`src/design/net_pkg.sv`:
```
// Shared types and constants for the note envelope trigger.
`timescale 1ns / 1ps
`default_nettype none

package net_pkg;

  // Configuration register indexes.
  localparam logic [1:0] REG_VOLUME       = 2'd0;
  localparam logic [1:0] REG_TEMPO_BPM    = 2'd1;
  localparam logic [1:0] REG_SCORE_LENGTH = 2'd2;

  localparam int CFG_ADDR_W = 2;
  localparam int CFG_DATA_W = 10;
  localparam int LEN_W      = 9;
  // Sum of up to 511 durations of 16 bits.
  localparam int SUM_W      = 25;
  localparam int PROD_W     = SUM_W + 16;
  // Width of the shared divider: holds 60000 * sum / 256.
  localparam int DIV_W      = PROD_W - 8;
  localparam int DIV_CNT_W  = $clog2(DIV_W + 1);

  localparam logic [15:0] MS_PER_MINUTE = 16'd60000;

  // Datapath actions of one microprogram step.
  typedef enum logic [3:0] {
    OP_NONE,
    OP_ACCEPT,
    OP_SET_PTR,
    OP_NOTE_START,
    OP_TIE_ADD,
    OP_MUL,
    OP_DIV_LEN,
    OP_LOAD_LEN,
    OP_DIV_DEC,
    OP_LOAD_DEC,
    OP_DECAY_VOL,
    OP_REST,
    OP_EMIT,
    OP_WRITE
  } op_t;

  // Jump conditions tested by the sequencer.
  typedef enum logic [3:0] {
    C_NONE,
    C_ALWAYS,
    C_NO_INPUT,
    C_IS_LOAD,
    C_OUT_RANGE,
    C_PITCH_NOT_POS,
    C_PTR_END,
    C_NOT_TIE,
    C_DIV_BUSY,
    C_LEN_ZERO,
    C_PITCH_NONZERO,
    C_OUT_BUSY
  } cond_t;

  // Microprogram addresses.
  typedef enum logic [4:0] {
    S_IDLE,
    S_DECODE,
    S_RANGE,
    S_HEAD,
    S_NOTE,
    S_WALK_WAIT,
    S_WALK_TEST,
    S_WALK_ADD,
    S_MUL,
    S_DIV_LEN,
    S_WAIT_LEN,
    S_LOAD_LEN,
    S_LEN_CHK,
    S_DIV_DEC,
    S_WAIT_DEC,
    S_LOAD_DEC,
    S_DEC_ZERO,
    S_REST_CHK,
    S_REST,
    S_EMIT,
    S_DONE,
    S_WRITE
  } step_t;

  typedef struct packed {
    op_t   op;
    cond_t cond;
    step_t target;
  } ctrl_word_t;

  typedef struct packed {
    logic no_input;
    logic is_load;
    logic out_range;
    logic pitch_not_pos;
    logic ptr_end;
    logic not_tie;
    logic div_busy;
    logic len_zero;
    logic pitch_nonzero;
    logic out_busy;
  } cond_flags_t;

endpackage

`default_nettype wire

```
`src/design/net_divider.sv`:
```
// Restoring divider, one quotient bit per cycle.
`timescale 1ns / 1ps
`default_nettype none

module net_divider
  import net_pkg::*;
(
  input  wire logic             clk,
  input  wire logic             rst,
  input  wire logic             start,
  input  wire logic [DIV_W-1:0] dividend,
  input  wire logic [DIV_W-1:0] divisor,
  output logic                  busy,
  output logic      [DIV_W-1:0] quotient
);

  logic [DIV_W-1:0]     quo;
  logic [DIV_W-1:0]     rem;
  logic [DIV_W-1:0]     dsr;
  logic [DIV_CNT_W-1:0] cnt;
  logic [DIV_W:0]       rem_sh;
  logic [DIV_W:0]       diff;
  logic                 ge;

  always_comb begin
    rem_sh = {rem, quo[DIV_W-1]};
    diff   = rem_sh - {1'b0, dsr};
    ge     = (rem_sh >= {1'b0, dsr});
  end

  always_ff @(posedge clk) begin
    if (rst) begin
      busy <= 1'b0;
      cnt  <= '0;
    end else if (start) begin
      busy <= 1'b1;
      cnt  <= DIV_CNT_W'(DIV_W);
    end else if (busy) begin
      cnt  <= cnt - 1'b1;
      busy <= (cnt != DIV_CNT_W'(1));
    end
  end

  always_ff @(posedge clk) begin
    if (start) begin
      quo <= dividend;
      rem <= '0;
      dsr <= divisor;
    end else if (busy) begin
      rem <= ge ? diff[DIV_W-1:0] : rem_sh[DIV_W-1:0];
      quo <= {quo[DIV_W-2:0], ge};
    end
  end

  assign quotient = quo;

  // A new division is only started once the previous one has finished.
  assert property (@(posedge clk) disable iff (rst) start |-> !busy)
    else $error("divider started while busy");
  assert property (@(posedge clk) disable iff (rst) start |=> busy)
    else $error("divider did not go busy after start");

endmodule

`default_nettype wire

```
`config.mk`:
```
export PLATFORM = sky130hd
export DESIGN_NAME = net_divider
export DESIGN_NICKNAME = d
export VERILOG_FILES = /design/src/design/net_pkg.sv /design/src/design/net_divider.sv
export SDC_FILE = /design/constraint.sdc
export NUM_CORES = 1
export LEC_CHECK = 0
export BUFFER_PORTS_ARGS = -buffer_cell sky130_fd_sc_hd__buf_2
export CAP_MARGIN = 20
export CORE_ASPECT_RATIO = 0.75
export CORE_UTILIZATION = 25
export DETAILED_ROUTE_END_ITERATION = 6
export GPL_TIMING_DRIVEN = 0
export PLACE_DENSITY = 0.46
export RECOVER_POWER = 100
export REMOVE_ABC_BUFFERS = 1
export SLEW_MARGIN = 10
export SYNTH_ARGS = -nofsm -noshare
export SYNTH_HDL_FRONTEND = slang
export SYNTH_SLANG_ARGS = --single-unit
```
`constraint.sdc`:
```
create_clock -name clk -period 2.8 [get_ports clk]
set_input_delay 0.28 -clock clk [delete_from_list [all_inputs] [get_ports clk]]
set_output_delay 0.28 -clock clk [all_outputs]
set_load 0.01 [all_outputs]
```
==> flow_metrics.py <==
metrics = {
    "clocking": {
        "tritoncts": "built",
        "clk_latency_ps": 360,
        "cts_hold_buffers": 0,
        "cts_root_buffer": "clkbuf_16",
        "cts_buffers": 9,
        "path_clk_slew_ps": 80,
        "cts_buffer_depth": 2,
        "cts_sinks": 106,
        "h-tree-depth": 3,
    },
    "cells_and_area": {
        "final_nets": 800,
        "stdcell_area_um2": 7660,
        "diodes": 0,
        "drive_gt1_frac": 0.271,
        "final_util": 0.319,
        "syn2layout_area_growth_pct": 25.6,
    },
    "run": {
        "cap_viol_max_count": 0,
    },
    "global_route": {
        "grtUsageMet2": 0.188,
        "grt_use_total": 0.129,
        "use_met1": 0.181,
        "grt_max_degree": 65,
        "gr-total-overflow": 0,
        "grt_pass1_vias": 4493,
        "busiest_layer": "met2",
        "grt_antenna_before_repair": 0,
        "met3_usage": 0.0455,
        "grt_pass1_wl_um": 24800,
    },
    "routing": {
        "wl_um": 16000,
        "route.detailed.wl_per_inst_um": 15.5,
        "dr.first_iter.drc_count": 275,
        "remaining_drc_errors": 0,
        "ant_nets": 0,
        "vias": 4717,
        "avgViaCountPerCell": 4.58,
        "drt-pass1-iter-count": 5,
    },
    "power_and_ir_drop": {
        "powerDensity_nw_per_um2": 568,
        "seq_power_share": 0.437,
        "ir_drop_uv": 283,
        "power_frac_clock": 0.292,
        "p_int_mw": 2.97,
        "leakage_nw": 3.16,
        "net-switching-power_mw": 1.38,
        "switching_share": 0.318,
        "pwr-share-comb": 0.271,
    },
    "sta": {
        "finClkSkew_ps": 12.5,
        "fin_ws_ps": -55.2,
        "worst_pin_slew_ps": 822,
        "fin_crit_sh": 1.02,
        "slew-limit-headroom": 0.438,
        "rsz0062_at_grt": "true",
        "period_needed_ps": 2860,
        "setup_violations": 8,
        "hold_viol": 0,
        "fmax_mhz": 350,
        "tns_ps": -126,
        "finalMaxSlewViolations": 0,
        "hold-worst-slack_ps": 88.2,
    },
    "yosys": {
        "yosys.area_share.adder": 0.0751,
        "synth_cell_types": 65,
        "syn_area_um2": 6090,
        "synth_top_family_by_area": "compound AO/OA/AOI/OAI gates",
        "yosys.area_share.simple": 0.110,
        "synth_ff_type": "edfxtp_1",
        "synth_compound_area_frac": 0.173,
        "postSynthCellCount": 578,
        "seq_area_frac_synth": 0.457,
        "synthMuxAreaShare": 0.0936,
        "synthXorXnorAreaFrac": 0.0445,
        "ys_ff_latch": 106,
        "syn_area_per_cell_um2": 10.5,
        "yosys_warnings": 0,
        "synth_edf_count": 66,
        "synth-async-reset-ratio": 0,
    },
    "critical_path": {
        "cpMaxStageDelayCell": "edfxtp_1",
        "max_stage_delay_ps": 400,
        "crit_required_ps": 3050,
        "worstPathMaxFanout": 6,
        "arrival_ps": 3100,
        "crit_path_cell_trace": "inv_1 > ha_2 > inv_2 > fa_2 > a21oi_4 > o221ai_4 > a21oi_4 > o221ai_4 > o21a_4 > nor2_4 > buf_4 > nor4_1 > a221o_1",
        "path_class": "register to register",
        "startpoint_type": "register",
        "critPathCaptureType": "register",
    },
    "place": {
        "dpl_cell_area_um2": 6960,
        "dpl_worst_slack_ps": -747,
        "gp_congestion": 0.783,
        "hpwl_um": 10800,
        "io_buffer_count": 102,
    },
    "floorplan": {
        "start_util": 0.254,
        "die_height_um": 137,
        "core-area_um2": 24000,
        "die_area_um2": 25000,
        "ios": 103,
        "rows": 49,
        "fp.dieW_um": 182,
    },
    "outcome": {
        "violations": "setup timing",
        "status": "finished, violations left",
    },
    "hold_path": {
        "hp-class": "primary input to register",
    },
}
power by group through the flow:
| stage | registers (mW) | clock network [mW] | logic [mW] |
|---|---|---|---|
| CTS | 1.90 | 1.32 | 1.12 |
| floorplan | 1.94 | 0 | 0.674 |
| global placement | 1.95 | 0 | 1.00 |
| finish | 1.90 | 1.27 | 1.18 |
| detailed placement | 1.93 | 0 | 1.01 |
| global route | 1.92 | 1.36 | 1.29 |
flip-flops by register name, summed over array words and instances (netlist names):
name      flops
quotient     33
cnt           6
busy          1
dsr          33
rem          33
layer usage:
metal | part of all wire | vias to the layer above
met4 | 0.011 | 0
met5 | 0 | -
li1 | - | 2386
met1 | 0.51 | 2185
met3 | 0.069 | 14
met2 | 0.41 | 132
critical path: cells and delay by family, from the launching register on:
family | cells | cell delay (ps)
AND/OR/NAND/NOR | 2 | 260
adder cells (fa/ha/maj) | 2 | 550
buffers and inverters | 3 | 260
flip-flops | 1 | 400
AO/OA/AOI/OAI | 6 | 1270
cells in the mapped netlist, drive strengths merged, types with 3 or more instances:
cell type | number | share of area
nor2b | 4 | 0.0041
edfxtp | 66 | 0.33
a21o | 16 | 0.020
o21ai | 20 | 0.018
dfxtp | 40 | 0.13
nor2 | 49 | 0.033
a221o | 3 | 0.0049
mux2 | 32 | 0.059
nand3 | 5 | 0.0041
and3 | 3 | 0.0031
xor2 | 13 | 0.019
buf | 8 | 0.0086
clkbuf | 17 | 0.010
nand2 | 32 | 0.020
a22oi | 6 | 0.0074
mux2i | 21 | 0.034
or2 | 3 | 0.0031
a21oi | 30 | 0.026
a31oi | 7 | 0.0072
ha | 35 | 0.072
o21a | 8 | 0.011
nor3b | 3 | 0.0037
inv | 45 | 0.028
a31o | 3 | 0.0043
o31ai | 5 | 0.0062
a211o | 3 | 0.0043
nor4 | 9 | 0.0092
o211ai | 3 | 0.0037
nand4 | 8 | 0.0082
a211oi | 19 | 0.023
a311oi | 4 | 0.0057
xnor2 | 18 | 0.026
a2111oi | 3 | 0.0043
nor3 | 11 | 0.0099
stage by stage:
| step | cells | total power [mW] |
|---|---|---|
| floorplan | 553 | 2.62 |
| finish | 1031 | 4.35 |
| detailed placement | 988 | 2.94 |
| global placement | 986 | 2.95 |
| global route | 1031 | 4.57 |
| CTS | 1023 | 4.34 |
final cells by class:
class,count,area [um2]
flip-flops and latches,106,2780
inverters,45,169
multi-input cells,404,3230
well taps,331,414
repair buffers,129,779
clock buffers,10,229
fillers,2497,16300
clock inverters,6,50.0
worst paths after layout:
kind | from | endpoint | slack [ps] | depth (start not counted)
worst max-delay path | quotient[32]$_DFFE_PP_ | rem[27]$_SDFFE_PP0P_ | -60 | 13
worst min-delay path | divisor[21] | dsr[21]$_DFFE_PP_ | 90 | 1
worst max register to register | quotient[32]$_DFFE_PP_ | rem[27]$_SDFFE_PP0P_ | -60 | 13
worst min register to register | rem[19]$_SDFFE_PP0P_ | rem[19]$_SDFFE_PP0P_ | 480 | 2
cell usage in the layout (no fill, tap or decap), types with 8 or more instances in the layout:
master / Yosys / routed
a211oi_1: 19 / 19
a21o_1: 16 / 16
a21oi_1: 27 / 21
buf_2: 3 / 65
buf_4: 1 / 15
clkbuf_1: 17 / 37
clkbuf_16: 0 / 9
dfxtp_1: 40 / 39
edfxtp_1: 66 / 66
ha_1: 35 / 27
inv_1: 45 / 43
mux2_2: 32 / 32
mux2i_1: 21 / 18
nand2_1: 32 / 29
nand4_1: 8 / 8
nor2_1: 48 / 44
nor3_1: 10 / 10
nor4_1: 9 / 8
o21ai_0: 17 / 12
xnor2_1: 18 / 18
xor2_1: 13 / 13
cell families (layout without fill, tap and decap cells):
logic type               after synthesis  count (layout)
AO/OA/AOI/OAI                        145             145
AND/OR/NAND/NOR                      137             139
flip-flops                           106             106
buffers and inverters                 70             190
multiplexers                          53              53
adder cells (fa/ha/maj)               36              36
XOR/XNOR                              31              31
what timing repair did:
item / 4_1_cts / 5_1_grt
buffers inserted: 17 / 8
hold endpoints to repair: 0 / 0
cloned: 2 / 0
endpoints found under the setup margin: 34 / 34
pin swaps: 12 / 23
resized for setup: 16 / 36
No activity file was read; power rests on OpenSTA's default activity.
