<file path="src/design/net_pkg.sv">
// Shared types and constants for the note envelope trigger.
`timescale 1ns / 1ps
`default_nettype none

package net_pkg;

  // Configuration register indexes.
  localparam logic [1:0] REG_VOLUME       = 2'd0;
  localparam logic [1:0] REG_TEMPO_BPM    = 2'd1;
  localparam logic [1:0] REG_SCORE_LENGTH = 2'd2;

  localparam int CFG_ADDR_W = 2;
  localparam int CFG_DATA_W = 10;
  localparam int LEN_W      = 9;
  // Sum of up to 511 durations of 16 bits.
  localparam int SUM_W      = 25;
  localparam int PROD_W     = SUM_W + 16;
  // Width of the shared divider: holds 60000 * sum / 256.
  localparam int DIV_W      = PROD_W - 8;
  localparam int DIV_CNT_W  = $clog2(DIV_W + 1);

  localparam logic [15:0] MS_PER_MINUTE = 16'd60000;

  // Datapath actions of one microprogram step.
  typedef enum logic [3:0] {
    OP_NONE,
    OP_ACCEPT,
    OP_SET_PTR,
    OP_NOTE_START,
    OP_TIE_ADD,
    OP_MUL,
    OP_DIV_LEN,
    OP_LOAD_LEN,
    OP_DIV_DEC,
    OP_LOAD_DEC,
    OP_DECAY_VOL,
    OP_REST,
    OP_EMIT,
    OP_WRITE
  } op_t;

  // Jump conditions tested by the sequencer.
  typedef enum logic [3:0] {
    C_NONE,
    C_ALWAYS,
    C_NO_INPUT,
    C_IS_LOAD,
    C_OUT_RANGE,
    C_PITCH_NOT_POS,
    C_PTR_END,
    C_NOT_TIE,
    C_DIV_BUSY,
    C_LEN_ZERO,
    C_PITCH_NONZERO,
    C_OUT_BUSY
  } cond_t;

  // Microprogram addresses.
  typedef enum logic [4:0] {
    S_IDLE,
    S_DECODE,
    S_RANGE,
    S_HEAD,
    S_NOTE,
    S_WALK_WAIT,
    S_WALK_TEST,
    S_WALK_ADD,
    S_MUL,
    S_DIV_LEN,
    S_WAIT_LEN,
    S_LOAD_LEN,
    S_LEN_CHK,
    S_DIV_DEC,
    S_WAIT_DEC,
    S_LOAD_DEC,
    S_DEC_ZERO,
    S_REST_CHK,
    S_REST,
    S_EMIT,
    S_DONE,
    S_WRITE
  } step_t;

  typedef struct packed {
    op_t   op;
    cond_t cond;
    step_t target;
  } ctrl_word_t;

  typedef struct packed {
    logic no_input;
    logic is_load;
    logic out_range;
    logic pitch_not_pos;
    logic ptr_end;
    logic not_tie;
    logic div_busy;
    logic len_zero;
    logic pitch_nonzero;
    logic out_busy;
  } cond_flags_t;

endpackage

`default_nettype wire

</file>
<file path="src/design/net_sequencer.sv">
// Microprogram store and step counter with conditional jumps.
`timescale 1ns / 1ps
`default_nettype none

module net_sequencer
  import net_pkg::*;
(
  input  wire logic        clk,
  input  wire logic        rst,
  input  wire cond_flags_t flags,
  output ctrl_word_t       ctrl
);

  step_t upc;
  step_t upc_next;
  logic  take;

  function automatic ctrl_word_t ucode(input step_t s);
    ctrl_word_t w;
    case (s)
      S_IDLE:      w = '{OP_ACCEPT,     C_NO_INPUT,      S_IDLE};
      S_DECODE:    w = '{OP_SET_PTR,    C_IS_LOAD,       S_WRITE};
      S_RANGE:     w = '{OP_NONE,       C_OUT_RANGE,     S_EMIT};
      S_HEAD:      w = '{OP_NONE,       C_PITCH_NOT_POS, S_REST_CHK};
      S_NOTE:      w = '{OP_NOTE_START, C_NONE,          S_IDLE};
      S_WALK_WAIT: w = '{OP_NONE,       C_PTR_END,       S_MUL};
      S_WALK_TEST: w = '{OP_NONE,       C_NOT_TIE,       S_MUL};
      S_WALK_ADD:  w = '{OP_TIE_ADD,    C_ALWAYS,        S_WALK_WAIT};
      S_MUL:       w = '{OP_MUL,        C_NONE,          S_IDLE};
      S_DIV_LEN:   w = '{OP_DIV_LEN,    C_NONE,          S_IDLE};
      S_WAIT_LEN:  w = '{OP_NONE,       C_DIV_BUSY,      S_WAIT_LEN};
      S_LOAD_LEN:  w = '{OP_LOAD_LEN,   C_NONE,          S_IDLE};
      S_LEN_CHK:   w = '{OP_NONE,       C_LEN_ZERO,      S_DEC_ZERO};
      S_DIV_DEC:   w = '{OP_DIV_DEC,    C_NONE,          S_IDLE};
      S_WAIT_DEC:  w = '{OP_NONE,       C_DIV_BUSY,      S_WAIT_DEC};
      S_LOAD_DEC:  w = '{OP_LOAD_DEC,   C_ALWAYS,        S_EMIT};
      S_DEC_ZERO:  w = '{OP_DECAY_VOL,  C_ALWAYS,        S_EMIT};
      S_REST_CHK:  w = '{OP_NONE,       C_PITCH_NONZERO, S_EMIT};
      S_REST:      w = '{OP_REST,       C_NONE,          S_IDLE};
      S_EMIT:      w = '{OP_EMIT,       C_OUT_BUSY,      S_EMIT};
      S_DONE:      w = '{OP_NONE,       C_ALWAYS,        S_IDLE};
      S_WRITE:     w = '{OP_WRITE,      C_ALWAYS,        S_IDLE};
      default:     w = '{OP_NONE,       C_ALWAYS,        S_IDLE};
    endcase
    return w;
  endfunction

  // Control word output.
  always_comb begin
    ctrl = ucode(upc);
  end

  // Next step: jump when the selected condition holds, else fall through.
  always_comb begin
    case (ctrl.cond)
      C_NONE:          take = 1'b0;
      C_ALWAYS:        take = 1'b1;
      C_NO_INPUT:      take = flags.no_input;
      C_IS_LOAD:       take = flags.is_load;
      C_OUT_RANGE:     take = flags.out_range;
      C_PITCH_NOT_POS: take = flags.pitch_not_pos;
      C_PTR_END:       take = flags.ptr_end;
      C_NOT_TIE:       take = flags.not_tie;
      C_DIV_BUSY:      take = flags.div_busy;
      C_LEN_ZERO:      take = flags.len_zero;
      C_PITCH_NONZERO: take = flags.pitch_nonzero;
      C_OUT_BUSY:      take = flags.out_busy;
      default:         take = 1'b0;
    endcase
    upc_next = take ? ctrl.target : step_t'(upc + 1'b1);
  end

  always_ff @(posedge clk) begin
    if (rst) begin
      upc <= S_IDLE;
    end else begin
      upc <= upc_next;
    end
  end

endmodule

`default_nettype wire

</file>
<file path="config.mk">
export PLATFORM = sky130hd
export DESIGN_NAME = net_sequencer
export DESIGN_NICKNAME = d
export VERILOG_FILES = /design/src/design/net_pkg.sv /design/src/design/net_sequencer.sv
export SDC_FILE = /design/constraint.sdc
export NUM_CORES = 1
export LEC_CHECK = 0
export ABC_AREA = 1
export BUFFER_PORTS_ARGS = -buffer_cell sky130_fd_sc_hd__buf_2
export CAP_MARGIN = 30
export CORE_MARGIN = 4
export CORE_UTILIZATION = 57
export CTS_CLUSTER_SIZE = 30
export DETAILED_ROUTE_END_ITERATION = 8
export PLACE_DENSITY_LB_ADDON = 0.12
export SYNTH_ARGS = -nofsm -noshare
export SYNTH_HDL_FRONTEND = slang
export SYNTH_SLANG_ARGS = --single-unit
export TNS_END_PERCENT = 50
</file>
<file path="constraint.sdc">
create_clock -name clk -period 5.9 [get_ports clk]
set_input_delay 0 -clock clk [delete_from_list [all_inputs] [get_ports clk]]
set_output_delay 0 -clock clk [all_outputs]
set_load 0.01 [all_outputs]
</file>
==> results.yml, run 1 <==
setup_path:
  endpoint: "ctrl[10]"
  required_ns: 6.09
  endpoint_kind: "flop"
  reg2reg_slack_ns: 3.37
  r2r-end: "ctrl[10]"
  r2r_cells: 15
  worstSetupPathType: "flop to flop"
  cp-startpoint: "ctrl[5]"
  reg2reg_from: "ctrl[5]"
  worstPathMaxFanout: 8
  startpoint_type: "flop"
  arrival_ns: 2.72
drt:
  drtIter0Drc: 47
  vias: 1132
  routed_via_density: 5.27
  drt_first_pass_iters: 4
  wl_per_cell_microns: 12.1
  drt-total-wl_mm: 2.59
  antenna_left: 0
  remaining_drc_errors: 0
synth:
  synthFlopType: "dfxtp_1"
  synth_cell_type_count: 24
  syn_inst: 161
  synth_warnings: 0
  avgSynthCellArea_sq_um: 7.26
  synth_area_sq_um: 1170
  syn_nets: 181
  synth_edf_count: 0
  ys_seq_area_share_pct: 30.8
  ys_ff_latch: 18
  synthArstFlopShare_pct: 0
grt:
  grt_max_degree: 17
  antenna_found_initial: 0
  grt-ovfl-total: 0
  track_usage_pct: 20.4
  grt_pass1_wl_mm: 4.37
  grt_pass1_vias: 1072
place:
  gp_congestion: 0.890
  dp_hpwl_mm: 2.05
  port_buffers: 24
sta:
  timing.setup.tns_ns: 0
  slew_headroom_pct: 76.6
  finalCritPeriodShare_pct: 42.9
  fin_skew_ns: 0.0121
  slew_viol_final: 0
  setup_viol: 0
  worst_pin_slew_ns: 0.350
  hold_violations: 0
  rsz0062_at_grt: "false"
  min_period_ns: 2.53
  fmax_mhz: 395
clock_network:
  root_buffer: "clkbuf_4"
  cts_tree: "built"
  cts_inserted_buffers: 3
  numClockSinks: 18
  post_cts_resized: 0
  clk_pin_slew_worst_paths_ns: 0.10
  htree_num_levels: 1
  ctsLongestPathBuffers: 2
  clkLatencyLatePin_ns: 0.30
hold_path:
  hold_path_class: "primary input to flop"
  worstHoldStart: "flags[3]"
cells_and_area:
  antenna_cells: 0
  multi_input_area_sq_um: 709
  regArea_sq_um: 360
  drive_above_1_share_pct: 25.0
  fin_nets: 210
  n_fill_cell: 188
  area_growth_pct: 15.0
floorplan:
  die_area_sq_um: 2840
  die_w_microns: 53.3
  start_util_pct: 59.6
  boundaryPins: 25
  coreArea_sq_um: 1960
  die_y_microns: 53.3
  rows: 16
power:
  p_total_uw: 922
  p_leak_nw: 0.712
  p_per_area_nw_per_um2: 686
  ir_drop_mv: 0.376
flow_run:
  maxCapViolCount: 0
run_status:
  status: "completed"
==> state kept, by name, indices dropped and copies added, names as in the netlist <==
register	cells
ctrl	13
upc	5
==> worst max-delay path: stages (launching register included) <==
cell and delay (ns):
dfxtp_1 0.47, inv_1 0.11, nand3_1 0.09, nand2_2 0.07, o21ai_4 0.22, nand3_4 0.14, nand2_1 0.09, nand2_1 0.10
nor2_4 0.23, inv_2 0.10, ha_1 0.24, or2_2 0.32, nand3_1 0.09, nand2_1 0.06, nand2_1 0.05, nand2_1 0.05
==> worst min path at each step <==
| stage | endpoint | slack [ns] | depth (start not counted) |
|---|---|---|---|
| detailed placement | upc[4] | 0.23 | 2 |
| CTS | upc[0] | 0.34 | 7 |
| finish | upc[0] | 0.33 | 7 |
| floorplan | upc[4] | 0.08 | 1 |
| global placement | upc[4] | 0.22 | 2 |
| global route | upc[0] | 0.37 | 7 |
==> cell usage after synthesis, types with 2 or more instances <==
cell type	number	share of area (%)
dfxtp_1	18	31
ha_1	8	8.6
inv_1	19	6.1
inv_2	3	0.96
nand2_1	42	13
nand2_2	5	2.7
nand3_1	26	11
nand3_4	3	4.5
nand3b_1	2	1.3
nand4_1	8	4.3
nor2_1	10	3.2
nor2_4	4	3.9
xor2_1	2	1.5
==> metal layers <==
| metal | part of all wire (%) | GRT usage, % | vias to the layer above | wire length, microns |
|---|---|---|---|---|
| met5 | 0 | 0 | - | 0 |
| met2 | 52 | 38.4 | 20 | 1350 |
| met3 | 2.9 | 0.845 | 5 | 76 |
| met4 | 1.7 | 8.51 | 0 | 45 |
| li1 | - | - | 574 | - |
| met1 | 43 | 23.4 | 533 | 1120 |
==> cell usage in the layout, fill, tap and decap left out <==
cell | synthesis | layout
nand2_1 | 42 | 42
nand3_1 | 26 | 26
buf_2 | 0 | 24
inv_1 | 19 | 19
dfxtp_1 | 18 | 18
nor2_1 | 10 | 10
nand4_1 | 8 | 8
ha_1 | 8 | 8
nand2_2 | 5 | 5
nor2_4 | 4 | 4
nand3_4 | 3 | 3
inv_2 | 3 | 3
clkbuf_4 | 0 | 3
xor2_1 | 2 | 2
nand3b_1 | 2 | 2
o21ai_4 | 1 | 1
o21ai_1 | 1 | 1
nor3_1 | 1 | 1
xnor2_1 | 1 | 1
nand3_2 | 1 | 1
clkinv_2 | 1 | 1
nand2_4 | 1 | 1
or2_2 | 1 | 1
o21ai_0 | 1 | 1
a21oi_1 | 1 | 1
dlygate4sd3_1 | 0 | 1
==> logic make-up (layout without fill, tap and decap cells) <==
group | after synthesis | count (layout) | synth area share, %
flops | 18 | 18 | 30.8
buf+inv | 24 | 51 | 8.46
compound gates | 4 | 4 | 2.68
fa+ha+maj | 8 | 8 | 8.57
xor+xnor | 3 | 3 | 2.25
simple gates | 104 | 104 | 47.2
==> report_power, final <==
| part | internal (mW) | leakage (nW) | switching, mW |
|---|---|---|---|
| combinational | 0.224 | 0.549 | 0.428 |
| clock | 0.0238 | 0.0138 | 0.0364 |
| sequential | 0.176 | 0.149 | 0.0334 |
==> final cells by class <==
| cell class | instances | share of cell area [%] |
|---|---|---|
| timing repair buffer | 25 | 9.68 |
| multi-input combinational | 119 | 52.8 |
| sequential | 18 | 26.8 |
| tap | 27 | 2.51 |
| clock buffer | 3 | 1.68 |
| inverter | 23 | 6.52 |
==> timing repair <==
item	in CTS	in global routing
setup endpoints to repair	0	0
hold endpoints to repair	1	0
buffers inserted	0	0
hold buffers	1	0
==> through the flow <==
stage                     hold WS [ns]  setup slack [ns]  utilization, %  instances  area (sq um)
after floorplan                 0.0842              3.64               -        161          1170
after global placement           0.224              3.51            66.8        211          1310
after CTS                        0.339              3.37            68.5        215          1340
final                            0.332              3.37            68.5        215          1340
after detailed placement         0.232              3.39            66.8        211          1310
after global routing             0.374              3.14            68.5        215          1340
Power figures use the tool's default switching activity.
==> inputs of run 2 (changes only) <==
- CORE_UTILIZATION: 57 -> 48
- clock period: 5.9 -> 2.3 ns (I/O delays scaled with it)
==> run 2 against run 1 <==
Total power increased to 2.8 times the previous value; fmax increased by 16%; register-to-register slack got worse by 3.2 ns; design area increased by 6.7%; sequential power increased to 2.7 times the previous value; worst hold slack got worse by 0.024 ns; final cell count increased by 4.2%; routed wire length increased by 5.4%; flip-flop and latch count unchanged; critical endpoint unchanged; largest power group unchanged; highest routed layer unchanged.
==> results.yml, run 2 (synthesized netlist as in run 1, its figures left out) <==
setup_path:
  worstPathMaxFanout: 8
  cp_common_cell: "nand2_1"
  path_delay_family: "simple AND/OR/NAND/NOR gates"
  endpoint_kind: "flop"
  required_ns: 2.51
  path_cells: "inv_1 > nand3_1 > nand2_1 > o21ai_4 > buf_4 > nand4_1 > nand3_2 > inv_1 > ha_1 > or2_2 > nand3_1 > nand2_1 > nand2_1 > nand2_1"
  reg2reg_from: "ctrl[6]"
  r2r_cells: 14
  arrival_ns: 2.38
  reg2reg_slack_ns: 0.13
  startpoint_type: "flop"
  crit_path_top_delay_cell: "dfxtp_4"
  crit_buf_inv: 3
  cp-startpoint: "ctrl[6]"
  worstSetupPathType: "flop to flop"
  r2r-end: "ctrl[10]"
  critPathMaxStageDelay_ns: 0.40
drt:
  routed_via_density: 5.06
  drtIter0Drc: 27
  wl_per_cell_microns: 12.2
  vias: 1133
  antenna_left: 0
  drt-total-wl_mm: 2.73
  drt_first_pass_iters: 4
  remaining_drc_errors: 0
sta:
  slew_viol_final: 0
  fin_skew_ns: 0.0142
  hold_violations: 0
  fmax_mhz: 460
  rsz0062_at_grt: "true"
  worst_pin_slew_ns: 0.352
  setup_viol: 0
  slew_headroom_pct: 76.5
  min_period_ns: 2.17
  timing.setup.tns_ns: 0
  finalCritPeriodShare_pct: 94.5
clock_network:
  cts_inserted_buffers: 3
  ctsLongestPathBuffers: 2
  numClockSinks: 18
  htree_num_levels: 1
  clkLatencyLatePin_ns: 0.30
  cts_tree: "built"
  clk_pin_slew_worst_paths_ns: 0.11
  root_buffer: "clkbuf_4"
cells_and_area:
  fin_nets: 217
  multi_input_area_sq_um: 724
  n_fill_cell: 220
  final_util_pct: 63.6
  final_cells: 224
  antenna_cells: 0
  drive_above_1_share_pct: 31.6
  area_growth_pct: 22.7
  layout_common_cells: "39 x nand2_1, 25 x nand3_1, 24 x buf_2, 19 x inv_1, 16 x dfxtp_1"
  layout_commonest_cell: "nand2_1"
  largest_reg_flops: 13
  regArea_sq_um: 368
floorplan:
  boundaryPins: 25
  coreArea_sq_um: 2250
  start_util_pct: 51.8
  die_area_sq_um: 3290
  rows: 17
  die_w_microns: 57.3
  die_y_microns: 57.3
power:
  p_comb_share_pct: 70.6
  switching_power_mw: 1.31
  swShare_pct: 51.6
  clockPowerShare_pct: 7.6
  p_per_area_nw_per_um2: 1780
  p_leak_nw: 0.755
  ir_drop_mv: 0.930
  internal_power_mw: 1.23
  sequentialPowerShare_pct: 21.8
grt:
  grt_max_degree: 17
  track_usage_pct: 17.8
  antenna_found_initial: 0
  grt_pass1_vias: 1102
  grt-ovfl-total: 0
  grt_pass1_wl_mm: 4.73
hold_path:
  worstHoldStart: "flags[3]"
  worstHoldPathCells: 7
  hold_path_class: "primary input to flop"
  hold_end: "upc[0]"
run_status:
  status: "completed"
place:
  gp_congestion: 0.931
  placed_cells: 218
  port_buffers: 24
  dp_hpwl_mm: 2.21
flow_run:
  maxCapViolCount: 0
[run 2: repair_timing]
action	CTS	global route
endpoints found under the setup margin	0	11
hold buffers	1	0
gates resized for setup	0	9
endpoints found under the hold margin	1	0
setup buffers	0	1
[run 2: power by group through the flow]
stage                     registers (mW)  clock network, mW  logic [mW]
after floorplan                    0.577                  0        1.27
after global placement             0.540                  0        1.75
after detailed placement           0.549                  0        1.76
after CTS                          0.541              0.200        1.77
after global routing               0.576              0.214        2.03
final                              0.555              0.194        1.80
[run 2: metal layers]
metal | wire length (microns) | GRT usage (%)
met2 | 1400 | 31.0
met1 | 1230 | 21.9
met3 | 59 | 3.17
met5 | 0 | 0
met4 | 38 | 6.29
[run 2: per-stage QoR]
step | power [mW] | setup WS (ns) | hold WS [ns] | area (sq um)
5_1_grt | 2.82 | -0.0234 | 0.326 | 1430
3_5_place_dp | 2.31 | 0.00906 | 0.241 | 1360
2_1_floorplan | 1.85 | 0.0352 | 0.0842 | 1170
4_1_cts | 2.51 | 0.00606 | 0.310 | 1400
6_report | 2.55 | 0.126 | 0.308 | 1430
3_3_place_gp | 2.29 | 0.0782 | 0.227 | 1360
[run 2: area by class of cell]
class / instances / share of cell area [%]
multi-input cells: 119 / 50.5
clock buffers: 4 / 2.53
repair buffers: 32 / 12.7
well taps: 28 / 2.44
flip-flops and latches: 18 / 25.7
inverters: 23 / 6.11
[run 2: worst max path at each step]
stage               cells after the start        to
floorplan                              15  ctrl[10]
global placement                       14   ctrl[9]
detailed placement                     15  ctrl[10]
CTS                                    15  ctrl[10]
global route                           15   ctrl[4]
finish                                 14  ctrl[10]
[run 2: worst min-delay path: stages]
cell,delay [ns]
buf_2,0.08
nand2_1,0.04
nand2_1,0.10
o21ai_4,0.09
nand3_4,0.09
nor2_1,0.08
nor2_1,0.10
==> inputs of run 3 (changes only) <==
- clock period: 2.3 -> 1.9 ns (I/O delays scaled with it)
==> run 3 against run 2 <==
The run now ends with negative setup slack left; setup slack worse by 0.39 ns; sequential share of layout area down 6.2 points; via count rose by 23%; die area is the same; core utilization is 20 points higher.
==> results.yml, run 3 (synthesized netlist as in run 1, its figures left out) <==
grt:
  grt_pass1_wl_mm: 5.38
  antenna_found_initial: 0
  grt_pass1_vias: 1205
  grt-ovfl-total: 0
  grt_max_degree: 14
  track_usage_pct: 20.8
floorplan:
  boundaryPins: 25
  rows: 17
  start_util_pct: 51.8
  die_w_microns: 57.3
  die_y_microns: 57.3
  coreArea_sq_um: 2250
  die_area_sq_um: 3290
sta:
  slew_headroom_pct: 71.1
  rsz0062_at_grt: "true"
  hold_violations: 0
  setup_viol: 14
  fmax_mhz: 462
  fin_skew_ns: 0.00893
  finalCritPeriodShare_pct: 114
  min_period_ns: 2.17
  slew_viol_final: 0
  worst_pin_slew_ns: 0.433
  finalWorstSetupSlack_ns: -0.266
setup_path:
  endpoint_kind: "flop"
  arrival_ns: 2.35
  path_delay_family: "simple AND/OR/NAND/NOR gates"
  crit_path_top_delay_cell: "dfxtp_4"
  r2r-end: "ctrl[4]"
  startpoint_type: "flop"
  cp_common_cell: "nand2_2"
  crit_buf_inv: 5
  r2r_cells: 16
  reg2reg_from: "ctrl[5]"
  path_cells: "nor2_4 > nand2_2 > nand2_2 > o21ai_4 > nand3_4 > buf_12 > nor2_4 > nor2_4 > inv_4 > buf_4 > ha_1 > inv_1 > nand2_2 > inv_2 > nand2_2 > nand2_1"
  required_ns: 2.09
  critPathMaxStageDelay_ns: 0.44
  worstSetupPathType: "flop to flop"
  worstPathMaxFanout: 8
  reg2reg_slack_ns: -0.27
cells_and_area:
  largest_reg_flops: 13
  area_growth_pct: 62.2
  final_cells: 251
  antenna_cells: 0
  layout_common_cells: "26 x nand2_1, 24 x buf_2, 23 x buf_4, 18 x nand3_1, 17 x nand2_2"
  layout_commonest_cell: "nand2_1"
  n_fill_cell: 133
  fin_nets: 244
  drive_above_1_share_pct: 55.6
clock_network:
  root_buffer: "clkbuf_4"
  clkLatencyLatePin_ns: 0.31
  ctsLongestPathBuffers: 2
  cts_tree: "built"
  cts_inserted_buffers: 3
  htree_num_levels: 1
  numClockSinks: 18
  clk_pin_slew_worst_paths_ns: 0.11
drt:
  remaining_drc_errors: 0
  wl_per_cell_microns: 16.7
  routed_via_density: 5.55
  antenna_left: 0
  drt-total-wl_mm: 4.18
  drtIter0Drc: 116
  drt_first_pass_iters: 5
  vias: 1394
run_status:
  violations: "negative setup slack"
  status: "finished with violations"
place:
  gp_congestion: 0.900
  placed_cells: 227
  port_buffers: 24
  dp_hpwl_mm: 2.43
  pre_cts_ws_ns: -0.157
hold_path:
  worstHoldPathCells: 7
  hold_path_class: "primary input to flop"
  hold_end: "upc[1]"
  worstHoldStart: "flags[7]"
flow_run:
  maxCapViolCount: 0
-- run 3: changes by cell type in the layout (fill, tap and decap cells not counted), moves of 3 or more --
cell,change
buf_4,+16
nand2_4,+4
ha_4,+5
ha_1,-6
nand2_1,-13
nand3_1,-7
nand2_2,+9
inv_1,-6
nand3_2,+5
buf_6,+9
nand3_4,+3
nor2_4,+3
inv_2,+4
-- run 3: area by class of cell --
type	count	area (sq um)	area share, %
clock buffers	4	36.3	1.91
inverters	23	96.3	5.08
multi-input cells	120	936	49.4
flip-flops and latches	18	368	19.4
well taps	28	35.0	1.85
repair buffers	58	424	22.4
-- run 3: metal layers --
metal	wire [microns]	track usage [%]	part of all wire, %
met5	0	0	0
met1	1590	26.0	38
met4	102	7.95	2.4
met2	2250	36.3	54
met3	237	2.26	5.7
-- run 3: stage by stage --
stage / hold slack, ns / util, % / instance area [sq um] / TNS (ns)
global placement: 0.230 / 66.8 / 1510 / -0.477
CTS: 0.268 / 71.7 / 1620 / -0.579
global route: 0.410 / 84.1 / 1900 / -3.66
floorplan: 0.0842 / - / 1250 / -0.311
finish: 0.351 / 84.1 / 1900 / -2.26
detailed placement: 0.242 / 66.8 / 1510 / -1.16
-- run 3: worst max-delay path by stage --
stage	slack, ns	to	cells after the start	from
final	-0.27	ctrl[4]	16	ctrl[5]
after floorplan	-0.12	ctrl[10]	15	ctrl[5]
after detailed placement	-0.16	ctrl[10]	15	ctrl[6]
after CTS	-0.10	ctrl[10]	15	ctrl[5]
after global placement	-0.1	ctrl[10]	15	ctrl[6]
after global routing	-0.34	ctrl[4]	16	ctrl[5]
-- run 3: worst register-to-register path: cells and delay by family, from the launching register on --
kind                     cells  cell delay (ns)
buffers and inverters        5             0.49
AO/OA/AOI/OAI                1             0.19
AND/OR/NAND/NOR              9             0.81
flip-flops                   1             0.44
adder cells (fa/ha/maj)      1             0.13
-- run 3: what timing repair did --
item / CTS / global route
setup buffers: 4 / 15
cloned: 0 / 1
pin swaps: 5 / 11
hold endpoints to repair: 1 / 0
hold buffers: 1 / 0
endpoints found under the setup margin: 13 / 14
gates resized for setup: 10 / 40
Power of run 3 is left out: the tool's default activity adds up to more than one toggle a clock period on the data nets, which glitch-free logic cannot reach.
